===== src/design/psfbt_pkg.sv =====
//------------------------------------------------------------------------------
// psfbt_pkg: shared types and constants for the per-source flood ban table
// Register indexes, command codes, defaults and the entry record type.
//------------------------------------------------------------------------------
package psfbt_pkg;

	localparam int TableEntriesDefault = 64;
	localparam int SweepPerTickDefault = 1;

	localparam logic [1:0] CMD_CHECK  = 2'd0;
	localparam logic [1:0] CMD_TICKET = 2'd1;
	localparam logic [1:0] CMD_REPORT = 2'd2;
	localparam logic [1:0] CMD_TICK   = 2'd3;

	localparam logic [1:0] REG_FORGET = 2'd0;
	localparam logic [1:0] REG_RESET  = 2'd1;
	localparam logic [1:0] REG_MAX    = 2'd2;
	localparam logic [1:0] REG_BAN    = 2'd3;

	// entry update unit operations
	localparam logic [1:0] OP_ADD     = 2'd0;
	localparam logic [1:0] OP_REFRESH = 2'd1;
	localparam logic [1:0] OP_FORGET  = 2'd2;

	// one table entry, kept as a single memory word
	typedef struct packed {
		logic [31:0] addr;
		logic [31:0] tickets;
		logic [31:0] last_seen;
		logic [31:0] last_reset;
		logic [31:0] ban_until;
		logic [15:0] bans;
	} entry_t;

	// saturating unsigned 32-bit add
	function automatic logic [31:0] sat_add32(input logic [31:0] a, input logic [31:0] b);
		logic [32:0] s;
		s = {1'b0, a} + {1'b0, b};
		return s[32] ? 32'hFFFF_FFFF : s[31:0];
	endfunction

	// saturating signed 32-bit add
	function automatic logic [31:0] sat_add_s32(input logic [31:0] a, input logic [31:0] b);
		logic [32:0] s;
		s = {a[31], a} + {b[31], b};
		if (s[32] != s[31])
			return s[32] ? 32'h8000_0000 : 32'h7FFF_FFFF;
		return s[31:0];
	endfunction

endpackage


===== src/design/psfbt_entry_upd.sv =====
//------------------------------------------------------------------------------
// psfbt_entry_upd: entry update unit
// Applies one operation step to a held entry: ticket add with ban, window
// refresh, or forget test. The sequencer calls it once per step.
//------------------------------------------------------------------------------
module psfbt_entry_upd (
	input  logic [1:0]            op,
	input  psfbt_pkg::entry_t     ent_in,
	input  logic [31:0]           delta,
	input  logic [31:0]           now,
	input  logic [15:0]           reset_time,
	input  logic [15:0]           max_tickets,
	input  logic [15:0]           ban_time,
	input  logic [15:0]           forget_time,
	output psfbt_pkg::entry_t     ent_out,
	output logic                  flag
);
	logic [31:0] tsum;
	logic [32:0] win;

	always_comb begin
		ent_out = ent_in;
		flag    = 1'b0;
		tsum    = psfbt_pkg::sat_add_s32(ent_in.tickets, delta);
		win     = '0;
		case (op)
			psfbt_pkg::OP_ADD: begin
				ent_out.tickets   = tsum;
				ent_out.last_seen = now;
				// signed compare against unsigned limit
				if (!tsum[31] && (tsum >= {16'd0, max_tickets})) begin
					flag = 1'b1;
					ent_out.ban_until = psfbt_pkg::sat_add32(ent_in.ban_until,
						psfbt_pkg::sat_add32(now, {16'd0, ban_time}));
					ent_out.tickets = '0;
					if (ent_in.bans != 16'hFFFF) ent_out.bans = ent_in.bans + 16'd1;
				end
			end
			psfbt_pkg::OP_REFRESH: begin
				win = {1'b0, ent_in.last_reset} + {17'd0, reset_time};
				if (win <= {1'b0, now}) begin
					ent_out.last_reset = now;
					ent_out.tickets    = '0;
				end
				if (ent_in.ban_until != 0 && ent_in.ban_until <= now) begin
					ent_out.ban_until = '0;
					ent_out.last_seen = now;
				end
			end
			psfbt_pkg::OP_FORGET: begin
				win  = {1'b0, ent_in.last_seen} + {17'd0, forget_time};
				flag = (ent_in.ban_until == 0) && (win <= {1'b0, now});
			end
			default: ;
		endcase
	end
endmodule


===== config.mk =====
export PLATFORM = sky130hd
export DESIGN_NAME = psfbt_entry_upd
export DESIGN_NICKNAME = d
export VERILOG_FILES = /design/src/design/psfbt_pkg.sv /design/src/design/psfbt_entry_upd.sv
export SDC_FILE = /design/constraint.sdc
export NUM_CORES = 1
export LEC_CHECK = 0
export BUFFER_PORTS_ARGS = -buffer_cell sky130_fd_sc_hd__buf_2
export CAP_MARGIN = 20
export CORE_AREA = 4 4 188 190
export DETAILED_ROUTE_END_ITERATION = 8
export DIE_AREA = 0 0 192 194
export PLACE_DENSITY_LB_ADDON = 0.2
export SYNTH_ARGS = -nofsm -noshare
export SYNTH_HDL_FRONTEND = slang
export SYNTH_SLANG_ARGS = --single-unit

===== constraint.sdc =====
create_clock -name vclk -period 16.2
set_clock_uncertainty 0.1 [all_clocks]
set_input_delay 3.24 -clock vclk [all_inputs]
set_output_delay 3.24 -clock vclk [all_outputs]
set_load 0.02 [all_outputs]

==> flow_metrics.env, run 1 <==
export IMPL_postRouteAntennaNets=0
export IMPL_drive_above_1_share_pct=26.12
export IMPL_fp_dieW_um=192
export IMPL_syn_area_per_cell_um2=7.184
export IMPL_synth_simple_area_share_pct=21.79
export IMPL_synth_mux_area_share_pct=7.137
export IMPL_fillers=3554
export IMPL_synth_cells=1640
export IMPL_via_count=13778
export IMPL_dp_hpwl_mm=41.05
export IMPL_fin_crit_ns=13.35
export IMPL_grt_first_pass_wirelength_mm=72.53
export IMPL_die_h_um=194
export IMPL_die_area_mm2=0.03725
export IMPL_wl_mm=47.43
export IMPL_cts_hold_buf=0
export IMPL_internal_power_uw=283.2
export IMPL_most_common_layout_cells="buf_2, ha_1, nand2_1"
export IMPL_layout_commonest_cell="buf_2"
export IMPL_area_growth_pct=19.76
export IMPL_maxSlewViolCount=0
export IMPL_grt_ovfl_total=0
export IMPL_ys_seq_area_share_pct=0
export IMPL_fin_util_pct=42.18
export IMPL_startpoint_type="input pin"
export IMPL_vdd_ir_drop_max_mv=0.02314
export IMPL_p_per_area_mw_per_mm2=50.19
export IMPL_end_kind="output port"
export IMPL_grt_pass1_vias=13382
export IMPL_max_freq_mhz=74.93
export IMPL_synth_fa_ha_area_share_pct=24.75
export IMPL_drtIter0Drc=881
export IMPL_drc_errors=0
export IMPL_detail_route_wl_per_cell_um=19.43
export IMPL_seqPwrFrac_pct=0
export IMPL_track_usage_pct=23.68
export IMPL_placed_cell_area_mm2=0.01408
export IMPL_setup_viol=0
export IMPL_globalplace_congestion=0.9510
export IMPL_drt_pre_antenna_iters=5
export IMPL_post_route_period_util_pct=82.38
export IMPL_viasPerCell=5.644
export IMPL_cp_max_fo=22
export IMPL_cts_resized=0
export IMPL_rsz0062_at_grt="no"
export IMPL_postCtsSetupRepairBufs=0
export IMPL_start_util_pct=35.22
export IMPL_core_rowCount=67
export IMPL_leakagePower_uw=0.006987
export IMPL_grt_max_degree=36
export IMPL_combPwrFrac_pct=100.0
export IMPL_worstPathRequired_ns=12.86
export IMPL_portBuffers=419
export IMPL_synth_cell_types=72
export IMPL_p_clk_share_pct=0
export IMPL_fp_coreArea_mm2=0.03345
export IMPL_switchingPower_uw=424.9
export IMPL_clkbuf_count=0
export IMPL_syn_nets=2176
export IMPL_synth_xor_area_share_pct=9.887
export IMPL_register_area_um2=0
export IMPL_maxCapViolCount=0
export IMPL_power_switching_share_pct=60.00
export IMPL_slew_headroom_pct=39.87
export IMPL_synth_top_family_by_area="compound AO/OA/AOI/OAI gates"
export IMPL_fin_setup_tns_ns=0
export IMPL_status="completed"
export IMPL_startpoint="ent_in[112]"
export IMPL_multi_input_area_mm2=0.01100
export IMPL_synth_compound_area_share_pct=29.59
export IMPL_hold_viol=0
export IMPL_path_class="in -> out"
export IMPL_min_path_type="in -> out"
export IMPL_fin_area_mm2=0.01411
export IMPL_nNetsFinal=2529
export IMPL_worstMarginPinSlew_ns=0.9020
export IMPL_synth_warnings=0
export IMPL_hold_path_startpoint="ent_in[146]"
export IMPL_p_total_uw=708.1
export IMPL_arrival_ns=10.01
export IMPL_num_io_pins=483
export IMPL_design_seq_count=0
export IMPL_syn_area_mm2=0.01178
export IMPL_antenna_found_initial=4
[final cells by class]
cell class | instances | share of cell area (%)
multi-input combinational | 1470 | 77.98
timing repair buffer | 430 | 15.59
tap | 448 | 3.973
inverter | 91 | 2.421
antenna | 2 | 0.03547
[logic make-up (layout without fill, tap and decap cells)]
family	count (synthesis)	in the layout
and+or+nand+nor	522	522
AOI/OAI and AO/OA	511	511
adders and majority gates	230	230
buffers and inverters	170	521
other	0	2
muxes	74	74
xor gates and xnor gates	133	133
[Yosys cell counts (all sizes together) (52+ instances only)]
cell   count  area, um^2
ha       225        2815
buf       52       364.1
nand2    145       544.3
xnor2     90       788.3
mux2      70       788.3
nand4     56       350.3
o21ai     93       469.2
inv       91       341.6
nand3     52       260.3
a21oi    139       695.7
a21o      59       442.9
nor2     113       424.2
[power by group through the flow]
stage | clock network (uW) | registers [uW] | logic, uW
after floorplan | 0 | 0 | 495
final | 0.0000165 | 0 | 708
after CTS | 0 | 0 | 704
after detailed placement | 0 | 0 | 699
after global routing | 0.0000165 | 0 | 783
after global placement | 0 | 0 | 696
[critical path, cell delays in order]
cell	delay [ns]
buf_2	0.09
ha_1	0.26
fa_1	0.27
a211oi_1	0.10
o211ai_1	0.35
nand3_1	0.23
a211o_1	0.39
a31oi_2	0.31
o211ai_2	0.26
mux2_2	0.41
nand2_1	0.58
o21ai_0	0.31
ha_1	0.35
nor2b_1	0.10
o21ai_0	0.08
a211oi_1	0.23
o21ai_0	0.16
a21boi_0	0.37
a2111oi_4	0.07
a31oi_4	0.72
nand2_1	0.59
o2bb2ai_1	0.30
buf_2	0.20
[path summary, 6_finish.rpt]
path | end | slack (ns) | depth (start not counted)
max | ent_out[35] | 2.85 | 23
min | ent_out[146] | 6.38 | 0
[metal layers]
| layer | track usage [%] | up-vias | routed length (um) |
|---|---|---|---|
| met3 | 2.665 | 52 | 3115 |
| met4 | 4.015 | 4 | 927 |
| met5 | 0 | - | 27 |
| met1 | 32.31 | 6400 | 21270 |
| li1 | - | 6842 | - |
| met2 | 40.64 | 480 | 22090 |
[per-stage QoR]
stage / hold WS, ns / cells / worst slack [ns]
detailed placement: 6.380 / 2438 / 2.887
floorplan: 6.493 / 1640 / 4.433
global route: 6.380 / 2441 / 2.220
global placement: 6.380 / 2438 / 2.864
finish: 6.380 / 2441 / 2.854
CTS: 6.380 / 2438 / 2.858
No activity file was read; power rests on OpenSTA's default activity.
==> run 2: changes to the inputs <==
clock period = 11 ns   (was 16.2 ns; I/O delays follow)
==> flow_metrics.env, run 2 (same netlist as run 1, synthesis figures left out) <==
export IMPL_status="completed"
export IMPL_detail_route_wl_per_cell_um=19.78
export IMPL_drtIter0Drc=772
export IMPL_setup_viol=0
export IMPL_die_h_um=194
export IMPL_p_total_uw=1066
export IMPL_area_growth_pct=20.99
export IMPL_fin_util_pct=42.61
export IMPL_grt_max_degree=43
export IMPL_track_usage_pct=24.14
export IMPL_fin_area_mm2=0.01425
export IMPL_most_common_layout_cells="buf_2, ha_1, nand2_1"
export IMPL_rsz0062_at_grt="no"
export IMPL_leakagePower_uw=0.007057
export IMPL_worstPathRequired_ns=8.70
export IMPL_min_path_type="in -> out"
export IMPL_startpoint="ent_in[112]"
export IMPL_grt_ovfl_total=0
export IMPL_p_per_area_mw_per_mm2=74.81
export IMPL_multi_input_area_mm2=0.01102
export IMPL_grt_pass1_vias=13638
export IMPL_path_class="in -> out"
export IMPL_drt_pre_antenna_iters=7
export IMPL_layout_commonest_cell="buf_2"
export IMPL_fp_dieW_um=192
export IMPL_core_rowCount=67
export IMPL_max_freq_mhz=94.70
export IMPL_viasPerCell=5.646
export IMPL_register_area_um2=0
export IMPL_fin_setup_tns_ns=0
export IMPL_arrival_ns=8.26
export IMPL_crit_slowest_cell="fa_1"
export IMPL_worst_path_largest_cell_delay_ns=0.44
export IMPL_slew_headroom_pct=26.45
export IMPL_vdd_ir_drop_max_mv=0.03231
export IMPL_num_io_pins=483
export IMPL_start_util_pct=35.22
export IMPL_antenna_found_initial=4
export IMPL_maxSlewViolCount=0
export IMPL_drive_above_1_share_pct=26.92
export IMPL_clkbuf_count=0
export IMPL_portBuffers=419
export IMPL_worst_path_most_repeated_cell="a21oi_1"
export IMPL_globalplace_congestion=0.9087
export IMPL_via_count=13879
export IMPL_placed_cell_area_mm2=0.01422
export IMPL_hold_viol=0
export IMPL_startpoint_type="input pin"
export IMPL_drc_errors=0
export IMPL_die_area_mm2=0.03725
export IMPL_grt_first_pass_wirelength_mm=73.62
export IMPL_fp_coreArea_mm2=0.03345
export IMPL_post_route_period_util_pct=96.00
export IMPL_worstMarginPinSlew_ns=1.101
export IMPL_postCtsSetupRepairBufs=0
export IMPL_end_kind="output port"
export IMPL_cp_max_fo=18
export IMPL_postRouteAntennaNets=0
export IMPL_maxCapViolCount=0
export IMPL_nNetsFinal=2544
export IMPL_design_seq_count=0
export IMPL_wl_mm=48.61
export IMPL_dp_hpwl_mm=42.03
export IMPL_hold_path_startpoint="ent_in[146]"
export IMPL_fillers=3592
export IMPL_fin_crit_ns=10.56
-- run 2: layer usage --
metal | track usage, % | routed length [um]
met1 | 32.21 | 21490
met2 | 42.29 | 23080
met3 | 2.179 | 3017
met4 | 4.939 | 1024
met5 | 0 | 0
-- run 2: where the power goes --
group / internal [uW] / leakage (uW) / switching, uW
clock: 0.0000487 / 0.0000000254 / 0
sequential: 0 / 0 / 0
combinational: 429 / 0.00706 / 637
total: 429 / 0.00706 / 637
-- run 2: worst paths after layout --
kind,depth (start not counted),endpoint,slack [ns]
worst max-delay path,27,ent_out[30],0.44
worst min-delay path,0,ent_out[146],4.30
-- run 2: final cells by class --
cell class                      count  area share (%)
Multi-Input combinational cell   1470           77.34
Timing Repair Buffer              445           16.26
Tap cell                          448           3.933
Inverter                           91           2.396
Antenna cell                        4         0.07022
-- run 2: metrics by stage --
step	setup WS [ns]	instances	hold slack, ns
CTS	0.3142	2454	4.300
floorplan	1.313	1640	4.413
global route	0.007764	2458	4.300
detailed placement	0.3286	2454	4.300
finish	0.4399	2458	4.300
global placement	0.4877	2454	4.300
-- run 2: critical path: cells and delay by family --
| kind | cells | cell delay, ns |
|---|---|---|
| AOI/OAI and AO/OA | 15 | 3.22 |
| adders and majority gates | 3 | 1.03 |
| buffers and inverters | 4 | 0.77 |
| muxes | 1 | 0.38 |
| and+or+nand+nor | 4 | 0.61 |
-- run 2: timing repair --
item | in CTS | in global routing
hold buffers | 0 | 0
resized for setup | 0 | 6
setup endpoints to repair | 0 | 28
==> run 3: changes to the inputs <==
CORE_AREA = 2 2 186 188   (was 4 4 188 190)
DIE_AREA = 0 0 188 190   (was 0 0 192 194)
SLEW_MARGIN = 20   (was unset)
==> flow_metrics.env, run 3 (same netlist as run 1, synthesis figures left out) <==
export IMPL_end_kind="output port"
export IMPL_wl_mm=46.71
export IMPL_area_growth_pct=20.55
export IMPL_path_class="in -> out"
export IMPL_drc_errors=0
export IMPL_post_route_period_util_pct=97.38
export IMPL_layout_setup_ws_ns=0.2878
export IMPL_cp_max_fo=20
export IMPL_status="completed"
export IMPL_worstPathRequired_ns=8.70
export IMPL_core_rowCount=68
export IMPL_min_path_type="in -> out"
export IMPL_globalplace_congestion=0.9700
export IMPL_fp_dieW_um=188
export IMPL_via_count=13774
export IMPL_drt_pre_antenna_iters=5
export IMPL_die_h_um=190
export IMPL_fin_util_pct=41.84
export IMPL_crit_slowest_cell="fa_1"
export IMPL_leakagePower_uw=0.007024
export IMPL_fp_coreArea_mm2=0.03395
export IMPL_grt_max_degree=36
export IMPL_detail_route_wl_per_cell_um=19.01
export IMPL_die_area_mm2=0.03572
export IMPL_antenna_found_initial=3
export IMPL_fillers=3651
export IMPL_fin_crit_ns=10.71
export IMPL_maxSlewViolCount=0
export IMPL_grt_first_pass_wirelength_mm=71.26
export IMPL_vdd_ir_drop_max_mv=0.04127
export IMPL_maxCapViolCount=0
export IMPL_worstMarginPinSlew_ns=1.168
export IMPL_design_seq_count=0
export IMPL_nNetsFinal=2537
export IMPL_portBuffers=419
export IMPL_start_util_pct=34.70
export IMPL_cts_hold_buf=0
export IMPL_postRouteAntennaNets=0
export IMPL_most_common_layout_cells="buf_2, ha_1, nand2_1"
export IMPL_drive_above_1_share_pct=26.61
export IMPL_num_io_pins=483
export IMPL_viasPerCell=5.606
export IMPL_drtIter0Drc=866
export IMPL_dp_hpwl_mm=40.54
export IMPL_grt_pass1_vias=13048
export IMPL_slew_headroom_pct=20.13
export IMPL_layout_commonest_cell="buf_2"
export IMPL_max_freq_mhz=93.35
export IMPL_worst_path_largest_cell_delay_ns=0.41
export IMPL_startpoint_type="input pin"
export IMPL_track_usage_pct=24.64
export IMPL_clkbuf_count=0
export IMPL_setup_viol=0
export IMPL_fin_setup_tns_ns=0
export IMPL_p_per_area_mw_per_mm2=74.84
export IMPL_grt_ovfl_total=0
export IMPL_arrival_ns=8.41
export IMPL_register_area_um2=0
export IMPL_worst_path_most_repeated_cell="a21oi_1"
export IMPL_hold_viol=0
export IMPL_dp_slack_ns=0.3140
==> run 3: worst paths after layout <==
check  cells past startpoint  slack [ns]            to   startpoint
min                        0        4.30  ent_out[144]  ent_in[144]
max                       29        0.29   ent_out[22]       now[0]
==> run 3: per-stage QoR <==
step / std cells / instance area [um^2] / total power, uW / hold WS [ns]
4_1_cts: 2454 / 14180 / 1054 / 4.300
3_3_place_gp: 2454 / 14180 / 1044 / 4.300
2_1_floorplan: 1640 / 11780 / 729.6 / 4.413
6_report: 2457 / 14200 / 1063 / 4.300
3_5_place_dp: 2454 / 14180 / 1045 / 4.300
5_1_grt: 2455 / 14200 / 1170 / 4.300
==> run 3: layout make-up <==
class                      count  area (um^2)  area share, %
antenna                        3        7.507        0.05286
multi-input combinational   1470        11020          77.59
tap                          455        569.3          4.008
inverter                      91        341.6          2.405
timing repair buffer         438         2265          15.95
==> run 3: repair_timing <==
item                                    CTS  global route
buffers inserted                          0             0
resized for setup                         0             4
endpoints found under the setup margin    0            59
==> run 3: per-layer routing <==
layer / vias up / track usage, % / share of wire [%]
li1: 6857 / - / -
met1: 6346 / 33.65 / 46
met2: 504 / 40.92 / 45
met3: 67 / 2.730 / 6.3
met4: 0 / 6.784 / 3.0
met5: - / 0 / 0
==> run 3: worst max-delay path: cells and delay by family <==
| kind | cells | cell delay, ns |
|---|---|---|
| AOI/OAI and AO/OA | 14 | 3.20 |
| adders and majority gates | 4 | 1.04 |
| buffers and inverters | 5 | 0.72 |
| and+or+nand+nor | 6 | 1.19 |
==> run 3: power breakdown <==
group          switching, uW  internal (uW)  total [uW]
Combinational            640            423        1060
Clock                      0      0.0000365   0.0000365
Sequential                 0              0           0
